**src/rtl/core/cds_pkg.sv**
```systemverilog
`timescale 1ns / 1ps
`default_nettype none
// ----------------------------------------------------------------------------
// cds_pkg
// Types and codes shared by the compacting deque store and its checker.
// ----------------------------------------------------------------------------
package cds_pkg;

  localparam int WordW  = 32;
  localparam int CountW = 4;
  localparam int OpW    = 2;
  localparam int StatW  = 2;

  localparam logic [OpW-1:0] OP_APPEND    = 2'd0;
  localparam logic [OpW-1:0] OP_POP_BACK  = 2'd1;
  localparam logic [OpW-1:0] OP_POP_FRONT = 2'd2;

  localparam logic [StatW-1:0] ST_DONE  = 2'd0;
  localparam logic [StatW-1:0] ST_FULL  = 2'd1;
  localparam logic [StatW-1:0] ST_EMPTY = 2'd2;

  localparam logic CFG_CAPACITY = 1'b0;

  typedef struct packed {
    logic [OpW-1:0]          operation;
    logic signed [WordW-1:0] value;
  } in_item_t;

  typedef struct packed {
    logic signed [WordW-1:0] removed_value;
    logic [StatW-1:0]        status;
    logic [CountW-1:0]       entry_count;
  } out_item_t;

endpackage
`default_nettype wire

```
**src/rtl/core/compacting_deque_store_core.sv**
```systemverilog
`timescale 1ns / 1ps
`default_nettype none
// ----------------------------------------------------------------------------
// compacting_deque_store_core
// Double-ended store of signed words held as one contiguous run in a RAM.
// ----------------------------------------------------------------------------
// A plain append or a refusal is settled on acceptance, and a removal reads
// the RAM in S_POP; the result strobe follows in the cycle after the last state.
// A compacting append moves the held entries down one slot in S_SHIFT
// through the single read and write port of the RAM, then appends in S_TAIL.
// One transaction is worked at a time; busy is high while a removal or a compacting append runs.
// Reset clears the control state; RAM contents stay undefined until written.
module compacting_deque_store_core #(
  parameter int DEPTH = 8
) (
  input  wire                      clk,
  input  wire                      rst_n,
  input  wire                      start,
  output logic                     busy,
  input  wire cds_pkg::in_item_t   in_data,
  output logic                     out_valid,
  output cds_pkg::out_item_t       out_data,
  input  wire                      psel,
  input  wire                      penable,
  input  wire                      pwrite,
  input  wire  [2:0]               paddr,
  input  wire  [31:0]              pwdata,
  output logic [31:0]              prdata,
  output logic                     pready
);
  import cds_pkg::*;

  localparam int AW = (DEPTH > 1) ? $clog2(DEPTH) : 1;
  localparam int SW = ((AW > CountW) ? AW : CountW) + 1;

  localparam logic [1:0] S_IDLE  = 2'd0;
  localparam logic [1:0] S_POP   = 2'd1;
  localparam logic [1:0] S_SHIFT = 2'd2;
  localparam logic [1:0] S_TAIL  = 2'd3;

  logic [WordW-1:0]  mem [DEPTH];
  logic [WordW-1:0]  rdata_r;
  logic              mem_we;
  logic [AW-1:0]     mem_wa;
  logic [AW-1:0]     mem_ra;
  logic [WordW-1:0]  mem_wd;

  logic [1:0]        state_r, state_nxt;
  logic [AW-1:0]     front_r, front_nxt;
  logic [CountW-1:0] held_r, held_nxt;
  logic [CountW-1:0] idx_r, idx_nxt;
  logic [WordW-1:0]  word_r, word_nxt;
  logic [CountW-1:0] cap_r;
  out_item_t         out_r, out_nxt;
  logic              out_valid_r, out_valid_nxt;

  logic [SW-1:0]     cap_eff;
  logic [SW-1:0]     front_s, held_s, idx_s, tail_s;
  logic              accept, cfg_wr;

  assign accept = start && (state_r == S_IDLE);
  assign cfg_wr = psel && penable && pwrite;
  assign busy   = (state_r != S_IDLE);
  assign pready = 1'b1;
  assign prdata = (paddr[2] == CFG_CAPACITY) ? {{(32-CountW){1'b0}}, cap_r} : 32'd0;
  assign out_valid = out_valid_r;
  assign out_data  = out_r;

  assign front_s = SW'(front_r);
  assign held_s  = SW'(held_r);
  assign idx_s   = SW'(idx_r);
  assign tail_s  = front_s + held_s;

  always_comb begin
    cap_eff = SW'(cap_r);
    if (cap_r == '0) begin
      cap_eff = SW'(1);
    end else if (SW'(cap_r) > SW'(DEPTH)) begin
      cap_eff = SW'(DEPTH);
    end
  end

  always_comb begin
    state_nxt     = state_r;
    front_nxt     = front_r;
    held_nxt      = held_r;
    idx_nxt       = idx_r;
    word_nxt      = word_r;
    out_nxt       = out_r;
    out_valid_nxt = 1'b0;
    mem_we        = 1'b0;
    mem_wa        = tail_s[AW-1:0];
    mem_wd        = in_data.value;
    mem_ra        = front_r;

    unique case (state_r)
      S_IDLE: begin
        if (accept) begin
          out_nxt.removed_value = '0;
          out_nxt.status        = ST_DONE;
          out_nxt.entry_count   = held_r;
          case (in_data.operation)
            OP_APPEND: begin
              if (held_s >= cap_eff) begin
                out_nxt.status = ST_FULL;
                out_valid_nxt  = 1'b1;
              end else if (held_r == '0) begin
                mem_we              = 1'b1;
                mem_wa              = '0;
                front_nxt           = '0;
                held_nxt            = CountW'(1);
                out_nxt.entry_count = CountW'(1);
                out_valid_nxt       = 1'b1;
              end else if (tail_s >= cap_eff) begin
                mem_ra    = front_r;
                idx_nxt   = '0;
                word_nxt  = in_data.value;
                state_nxt = S_SHIFT;
              end else begin
                mem_we              = 1'b1;
                held_nxt            = held_r + CountW'(1);
                out_nxt.entry_count = held_r + CountW'(1);
                out_valid_nxt       = 1'b1;
              end
            end
            OP_POP_BACK, OP_POP_FRONT: begin
              if (held_r == '0) begin
                out_nxt.status = ST_EMPTY;
                out_valid_nxt  = 1'b1;
              end else begin
                held_nxt  = held_r - CountW'(1);
                state_nxt = S_POP;
                if (in_data.operation == OP_POP_BACK) begin
                  mem_ra = AW'(tail_s - SW'(1));
                end else begin
                  mem_ra    = front_r;
                  front_nxt = front_r + AW'(1);
                end
                if (held_r == CountW'(1)) begin
                  front_nxt = '0;
                end
              end
            end
            default: begin
              out_valid_nxt = 1'b1;
            end
          endcase
        end
      end
      S_POP: begin
        out_nxt.removed_value = rdata_r;
        out_nxt.status        = ST_DONE;
        out_nxt.entry_count   = held_r;
        out_valid_nxt         = 1'b1;
        state_nxt             = S_IDLE;
      end
      S_SHIFT: begin
        mem_we = 1'b1;
        mem_wa = AW'(front_s + idx_s - SW'(1));
        mem_wd = rdata_r;
        if ((idx_r + CountW'(1)) < held_r) begin
          mem_ra  = AW'(front_s + idx_s + SW'(1));
          idx_nxt = idx_r + CountW'(1);
        end else begin
          state_nxt = S_TAIL;
        end
      end
      S_TAIL: begin
        mem_we                = 1'b1;
        mem_wa                = AW'(tail_s - SW'(1));
        mem_wd                = word_r;
        front_nxt             = front_r - AW'(1);
        held_nxt              = held_r + CountW'(1);
        out_nxt.removed_value = '0;
        out_nxt.status        = ST_DONE;
        out_nxt.entry_count   = held_r + CountW'(1);
        out_valid_nxt         = 1'b1;
        state_nxt             = S_IDLE;
      end
      default: begin
        state_nxt = S_IDLE;
      end
    endcase
  end

  always_ff @(posedge clk) begin
    if (mem_we) begin
      mem[mem_wa] <= mem_wd;
    end
    rdata_r <= mem[mem_ra];
  end

  always_ff @(posedge clk) begin
    if (!rst_n) begin
      state_r     <= S_IDLE;
      front_r     <= '0;
      held_r      <= '0;
      idx_r       <= '0;
      out_valid_r <= 1'b0;
      cap_r       <= CountW'(8);
    end else begin
      state_r     <= state_nxt;
      front_r     <= front_nxt;
      held_r      <= held_nxt;
      idx_r       <= idx_nxt;
      out_valid_r <= out_valid_nxt;
      if (cfg_wr && (paddr[2] == CFG_CAPACITY)) begin
        cap_r <= pwdata[CountW-1:0];
      end
    end
  end

  always_ff @(posedge clk) begin
    word_r <= word_nxt;
    out_r  <= out_nxt;
  end

endmodule
`default_nettype wire

```
**config.mk**
```make
export PLATFORM = sky130hd
export DESIGN_NAME = compacting_deque_store_core
export DESIGN_NICKNAME = d
export VERILOG_FILES = /design/src/rtl/core/cds_pkg.sv /design/src/rtl/core/compacting_deque_store_core.sv
export SDC_FILE = /design/constraint.sdc
export NUM_CORES = 1
export LEC_CHECK = 0
export BUFFER_PORTS_ARGS = -buffer_cell sky130_fd_sc_hd__buf_2
export CAP_MARGIN = 20
export CORE_MARGIN = 2
export CORE_UTILIZATION = 60
export DETAILED_ROUTE_END_ITERATION = 16
export PLACE_DENSITY = 0.86
export SYNTH_ARGS = -nofsm -noshare
export SYNTH_HDL_FRONTEND = slang
export SYNTH_SLANG_ARGS = --single-unit
export TNS_END_PERCENT = 10
```
**constraint.sdc**
```tcl
create_clock -name clk -period 5.6 [get_ports clk]
set_input_delay 0.56 -clock clk [delete_from_list [all_inputs] [get_ports clk]]
set_output_delay 0.56 -clock clk [all_outputs]
set_load 0.01 [all_outputs]
```
==> qor.yml, run 1 <==
rr_worst_depth: 11
hold_slack_ns: 0.2069
cts_max_level: 2
cts.clk_slew.worst_paths_ns: 0.06
arrival_ns: 4.52
dp_hpwl_mm: 18.42
setup_tns_ns: 0
dp_cells: 1475
die_w_microns: 169.2
cts_hold_buf: 0
core_area_sq_um: 26880
first_pass_iters: 5
drt_iter0_markers: 728
hp-class: "input port to register"
drc_errors: 0
detail-route-antenna-nets: 0
n_antenna_cell: 0
track_usage: 0.2321
final_common_cell: "edfxtp_1"
final_cell_count_no_fill: 1545
p_per_area_nw_per_um2: 523.8
synth-seq-cells: 376
worstHoldPathCells: 1
crit_slowest_cell: "dfxtp_1"
vias: 9125
syn_to_final_growth_pct: 11.03
crit_fanout: 22
cts-root-buf: "clkbuf_16"
cts_tree: "built"
gp_congestion: 0.8814
wire_per_inst_microns: 21.50
cts_resized: 0
r2r-start: "held_r[0]"
p_leak_nw: 6.830
grt-ovfl-total: 0
ys_top_cells_by_area: "edfxtp_1 (60%), mux2i_1 (12%), dfxtp_1 (6.1%)"
grt_max_degree: 129
final_cell_mix: "edfxtp_1 (326), mux2i_1 (202), nand2_1 (92), buf_2 (88), dfxtp_1 (50)"
rsz0062_at_grt: "false"
maxCapViolCount: 0
min-delay-start: "in_data[31]"
clock-sinks: 376
synth_area_leader_cell: "edfxtp_1"
slew_violations: 0
grt_pass1_vias: 9208
synth_cells: 1083
worst_slew_pin_slew_ns: 1.040
crit_path_end_kind: "register"
crit_cells: 11
io_buffers: 88
fin_skew_ns: 0.01476
synth-main-ff-cell: "edfxtp_1"
die_h_microns: 169.2
hold_path_end: "word_r[31]"
r2r_setup_slack_ns: 1.27
hold_violations: 0
netlist-cell-type-count: 66
cts_max_path_buffers: 3
utilization: 0.6766
cts_buffers: 38
status: "finished, final reports clean"
synthArstFlopShare: 0
dieArea_sq_um: 28640
synth.top_cell.area_share: 0.5977
setup_viol: 0
grt_pass1_wl_mm: 50.69
critPathMaxStageDelay_ns: 0.44
fmax_mhz: 231.0
yosysWarnings: 0
drive_gt1_frac: 0.1827
syn_area_sq_um: 16380
critPathRequiredTime_ns: 5.79
peakVddDrop_uv: 366.3
wl_mm: 33.22
ioPinCount: 148
r2r_end: "mem[1][28]"
synth_edf_count: 326
post-route-period-util: 0.7731
grt_antenna_before_repair: 1
cp_cell_sequence: "ha_1 > fa_1 > xnor2_1 > inv_1 > ha_1 > a21o_1 > a31o_2 > o22ai_1 > nand2b_1 > nor2_4 > buf_4"
final_nets: 1285
seq_area_frac_synth: 0.6588
path_buf_inv: 2
cpMostUsedCell: "ha_1"
setup.worst_path.start_class: "register"
post-cts-setup-buffer-count: 0
crit_family: "adder cells"
post_synth.cell_area_avg_sq_um: 15.12
worst-setup-path-type: "register to register"
num_rows: 60
slew_headroom: 0.3064
start_util: 0.6094
clkLatencyLatePin_ns: 0.54
period_minus_slack_ns: 4.329
viasPerCell: 5.906
cell usage after synthesis, types with 6 or more instances:
master / count
a22oi_1: 34
buf_8: 9
dfxtp_1: 50
ha_1: 34
edfxtp_1: 326
xnor2_1: 8
nand3_1: 8
mux2_2: 34
o21ai_0: 16
nor2_1: 33
nand2_1: 92
buf_2: 6
inv_1: 29
a21o_1: 6
clkbuf_1: 19
buf_4: 31
and2_1: 32
a21oi_1: 16
buf_12: 8
mux2i_1: 202
sequential cells by signal, indices dropped and copies added, names as in the netlist, 3 cells and up:
signal and cells:
mem 256, out_data 38, rdata_r 32, word_r 32, cap_r 4, held_r 4
idx_r 4, front_r 3
worst max-delay path by stage:
stage	start	to
6_report	held_r[0]	mem[1][28]
4_1_cts	held_r[0]	mem[1][10]
5_1_grt	held_r[0]	mem[0][11]
3_3_place_gp	held_r[0]	mem[1][6]
3_5_place_dp	held_r[0]	mem[1][6]
2_1_floorplan	front_r[0]	mem[0][0]
metal layers:
layer  track usage  share of wire  vias up  routed length [microns]
li1              -              -     4182                        -
met1        0.2984           0.41     4502                    13540
met2        0.3996           0.50      371                    16590
met3       0.03871          0.067       68                     2217
met4       0.08584          0.026        2                      858
met5             0        0.00039        -                       13
metrics by stage:
stage	area (sq um)	setup WS [ns]	total power [mW]
3_5_place_dp	16910	1.333	6.951
4_1_cts	18180	1.311	9.550
2_1_floorplan	16480	1.324	6.285
6_report	18180	1.271	9.525
5_1_grt	18180	1.065	9.937
3_3_place_gp	16910	1.383	6.846
power by group:
| group | total [mW] | internal, mW | switching (mW) | leakage (nW) |
|---|---|---|---|---|
| combinational | 2.88 | 1.14 | 1.75 | 2.80 |
| sequential | 4.08 | 3.85 | 0.230 | 3.42 |
| clock | 2.57 | 1.50 | 1.07 | 0.617 |
cells by family after synthesis:
kind of cell | Yosys count | synth area share
and+or+nand+nor | 193 | 0.05684
muxes | 236 | 0.1468
buffers and inverters | 110 | 0.04920
DFF | 376 | 0.6588
adders and majority gates | 36 | 0.02842
AOI/OAI and AO/OA | 118 | 0.05302
other | 2 | 0.0004585
xor gates and xnor gates | 12 | 0.006417
final cells by class:
cell class | count | area (sq um)
Fill cell | 1747 | 8691
Clock inverter | 20 | 247.7
Clock buffer | 50 | 1026
Inverter | 29 | 108.9
Multi-Input combinational cell | 624 | 4980
Tap cell | 341 | 426.7
Sequential cell | 376 | 10790
Timing Repair Buffer | 105 | 605.6
No activity file was read; power rests on OpenSTA's default activity.
==> run 2, diff against run 1 <==
clock period = 4.3 ns   (was 5.6 ns; I/O delays follow)
==> run 2 against run 1 <==
Net effect:
- sequential power grew 30%
- sequential share of layout area shrank 0.34 points
- combinational power grew 31%
- first-iteration DRC count shrank 3.2%
- final cell count is essentially flat
- routed wire length shrank 1.9%
- design area grew 0.58%
- clock power grew 26%
- critical path type unchanged
- largest cell class unchanged
==> qor.yml, run 2 (synthesis gave the netlist of run 1 again) <==
n_antenna_cell: 0
track_usage: 0.2269
setup_tns_ns: 0
dieArea_sq_um: 28640
arrival_ns: 3.96
drive_gt1_frac: 0.1879
layout_setup_ws_ns: 0.5373
rsz0062_at_grt: "false"
power_mw: 12.32
p_sw_frac: 0.3138
die_h_microns: 169.2
rr_worst_depth: 11
first_pass_iters: 6
grt_pass1_vias: 9265
grt_max_degree: 73
detail-route-antenna-nets: 0
r2r-start: "held_r[0]"
final_common_cell: "edfxtp_1"
period_minus_slack_ns: 3.763
final_cell_count_no_fill: 1544
wire_per_inst_microns: 21.11
hold_path_end: "word_r[18]"
post-cts-setup-buffer-count: 0
critPathRequiredTime_ns: 4.49
cts_buffers: 37
cts_max_level: 2
setup_viol: 0
post_dp_cell_area_sq_um: 17050
slew_violations: 0
gp_congestion: 0.8968
cts-root-buf: "clkbuf_16"
crit_fanout: 32
setup.worst_path.start_class: "register"
final_cell_mix: "edfxtp_1 (326), mux2i_1 (202), nand2_1 (92), buf_2 (88), dfxtp_1 (50)"
peakVddDrop_uv: 406.7
dp_cells: 1479
r2r_end: "mem[5][27]"
p_leak_nw: 6.864
die_w_microns: 169.2
maxCapViolCount: 0
slew_headroom: 0.4033
final_nets: 1288
core_area_sq_um: 26880
cts_max_path_buffers: 3
io_buffers: 88
clkPwrFrac: 0.263
pre_cts_ws_ns: 0.6170
vias: 9207
ioPinCount: 148
grt-ovfl-total: 0
fin_skew_ns: 0.01831
regMostFlops: "mem"
hp-class: "input port to register"
grt_antenna_before_repair: 0
p_per_area_nw_per_um2: 673.4
cts_hold_buf: 0
status: "finished, final reports clean"
post-route-period-util: 0.8750
power.share.sequential: 0.430
viasPerCell: 5.963
fmax_mhz: 265.8
dp_hpwl_mm: 18.10
cts_resized: 0
cts_tree: "built"
hold_violations: 0
crit_path_end_kind: "register"
design_area_sq_um: 18290
utilization: 0.6805
hold_slack_ns: 0.1009
start_util: 0.6094
p_switching_mw: 3.864
drt_iter0_markers: 705
clock-sinks: 376
r2r_setup_slack_ns: 0.54
power.internal_mw: 8.452
wl_mm: 32.60
worst_slew_pin_slew_ns: 0.8896
min-delay-start: "in_data[18]"
drc_errors: 0
worstHoldPathCells: 1
largest_reg_flops: 256
syn_to_final_growth_pct: 11.67
grt_pass1_wl_mm: 50.05
p_comb_frac: 0.307
clkLatencyLatePin_ns: 0.52
worst-setup-path-type: "register to register"
num_rows: 60
cts.clk_slew.worst_paths_ns: 0.06
-- run 2: cell types whose count changed in the layout (fill, tap and decap cells not counted), moves of 2 or more --
cell | previous run | this run
buf_12 | 3 | 12
clkinv_2 | 6 | 8
clkbuf_1 | 9 | 3
buf_4 | 14 | 9
-- run 2: power groups by stage --
stage / Sequential (mW) / Combinational (mW) / Clock [mW]
floorplan: 5.38 / 2.81 / 0
finish: 5.29 / 3.78 / 3.24
detailed placement: 5.35 / 3.72 / 0
global route: 5.36 / 4.09 / 3.39
CTS: 5.29 / 3.78 / 3.28
global placement: 5.32 / 3.59 / 0
-- run 2: worst max path at each step --
stage / depth (start not counted) / from / to / slack, ns
6_report: 11 / held_r[0] / mem[5][27] / 0.54
5_1_grt: 11 / held_r[0] / mem[5][25] / 0.35
4_1_cts: 11 / held_r[0] / mem[5][25] / 0.58
3_5_place_dp: 11 / held_r[0] / mem[5][28] / 0.62
3_3_place_gp: 11 / held_r[0] / mem[1][29] / 0.65
2_1_floorplan: 10 / front_r[0] / mem[0][0] / 0.02
-- run 2: critical path, cell delays in order (launching register included) --
cell and delay (ns):
dfxtp_1 0.44, ha_1 0.28, fa_1 0.41, xnor2_1 0.37, inv_1 0.18, ha_1 0.32
a21o_1 0.20, a31o_2 0.29, o22ai_1 0.25, nand2b_1 0.24, nor2_4 0.19, buf_12 0.25
-- run 2: routing by layer --
metal,track usage,wire (microns),part of all wire,up-vias
met5,0,0,0,-
met4,0.08064,867,0.027,0
met3,0.03708,1981,0.061,77
met2,0.3924,16380,0.50,366
met1,0.2926,13370,0.41,4573
li1,-,-,-,4191
-- run 2: area by class of cell --
cell class / count / area [sq um]
Sequential cell: 376 / 10790
Fill cell: 1751 / 8586
Clock buffer: 45 / 1017
Tap cell: 341 / 426.7
Timing Repair Buffer: 109 / 748.2
Clock inverter: 20 / 219.0
Multi-Input combinational cell: 624 / 4980
Inverter: 29 / 108.9
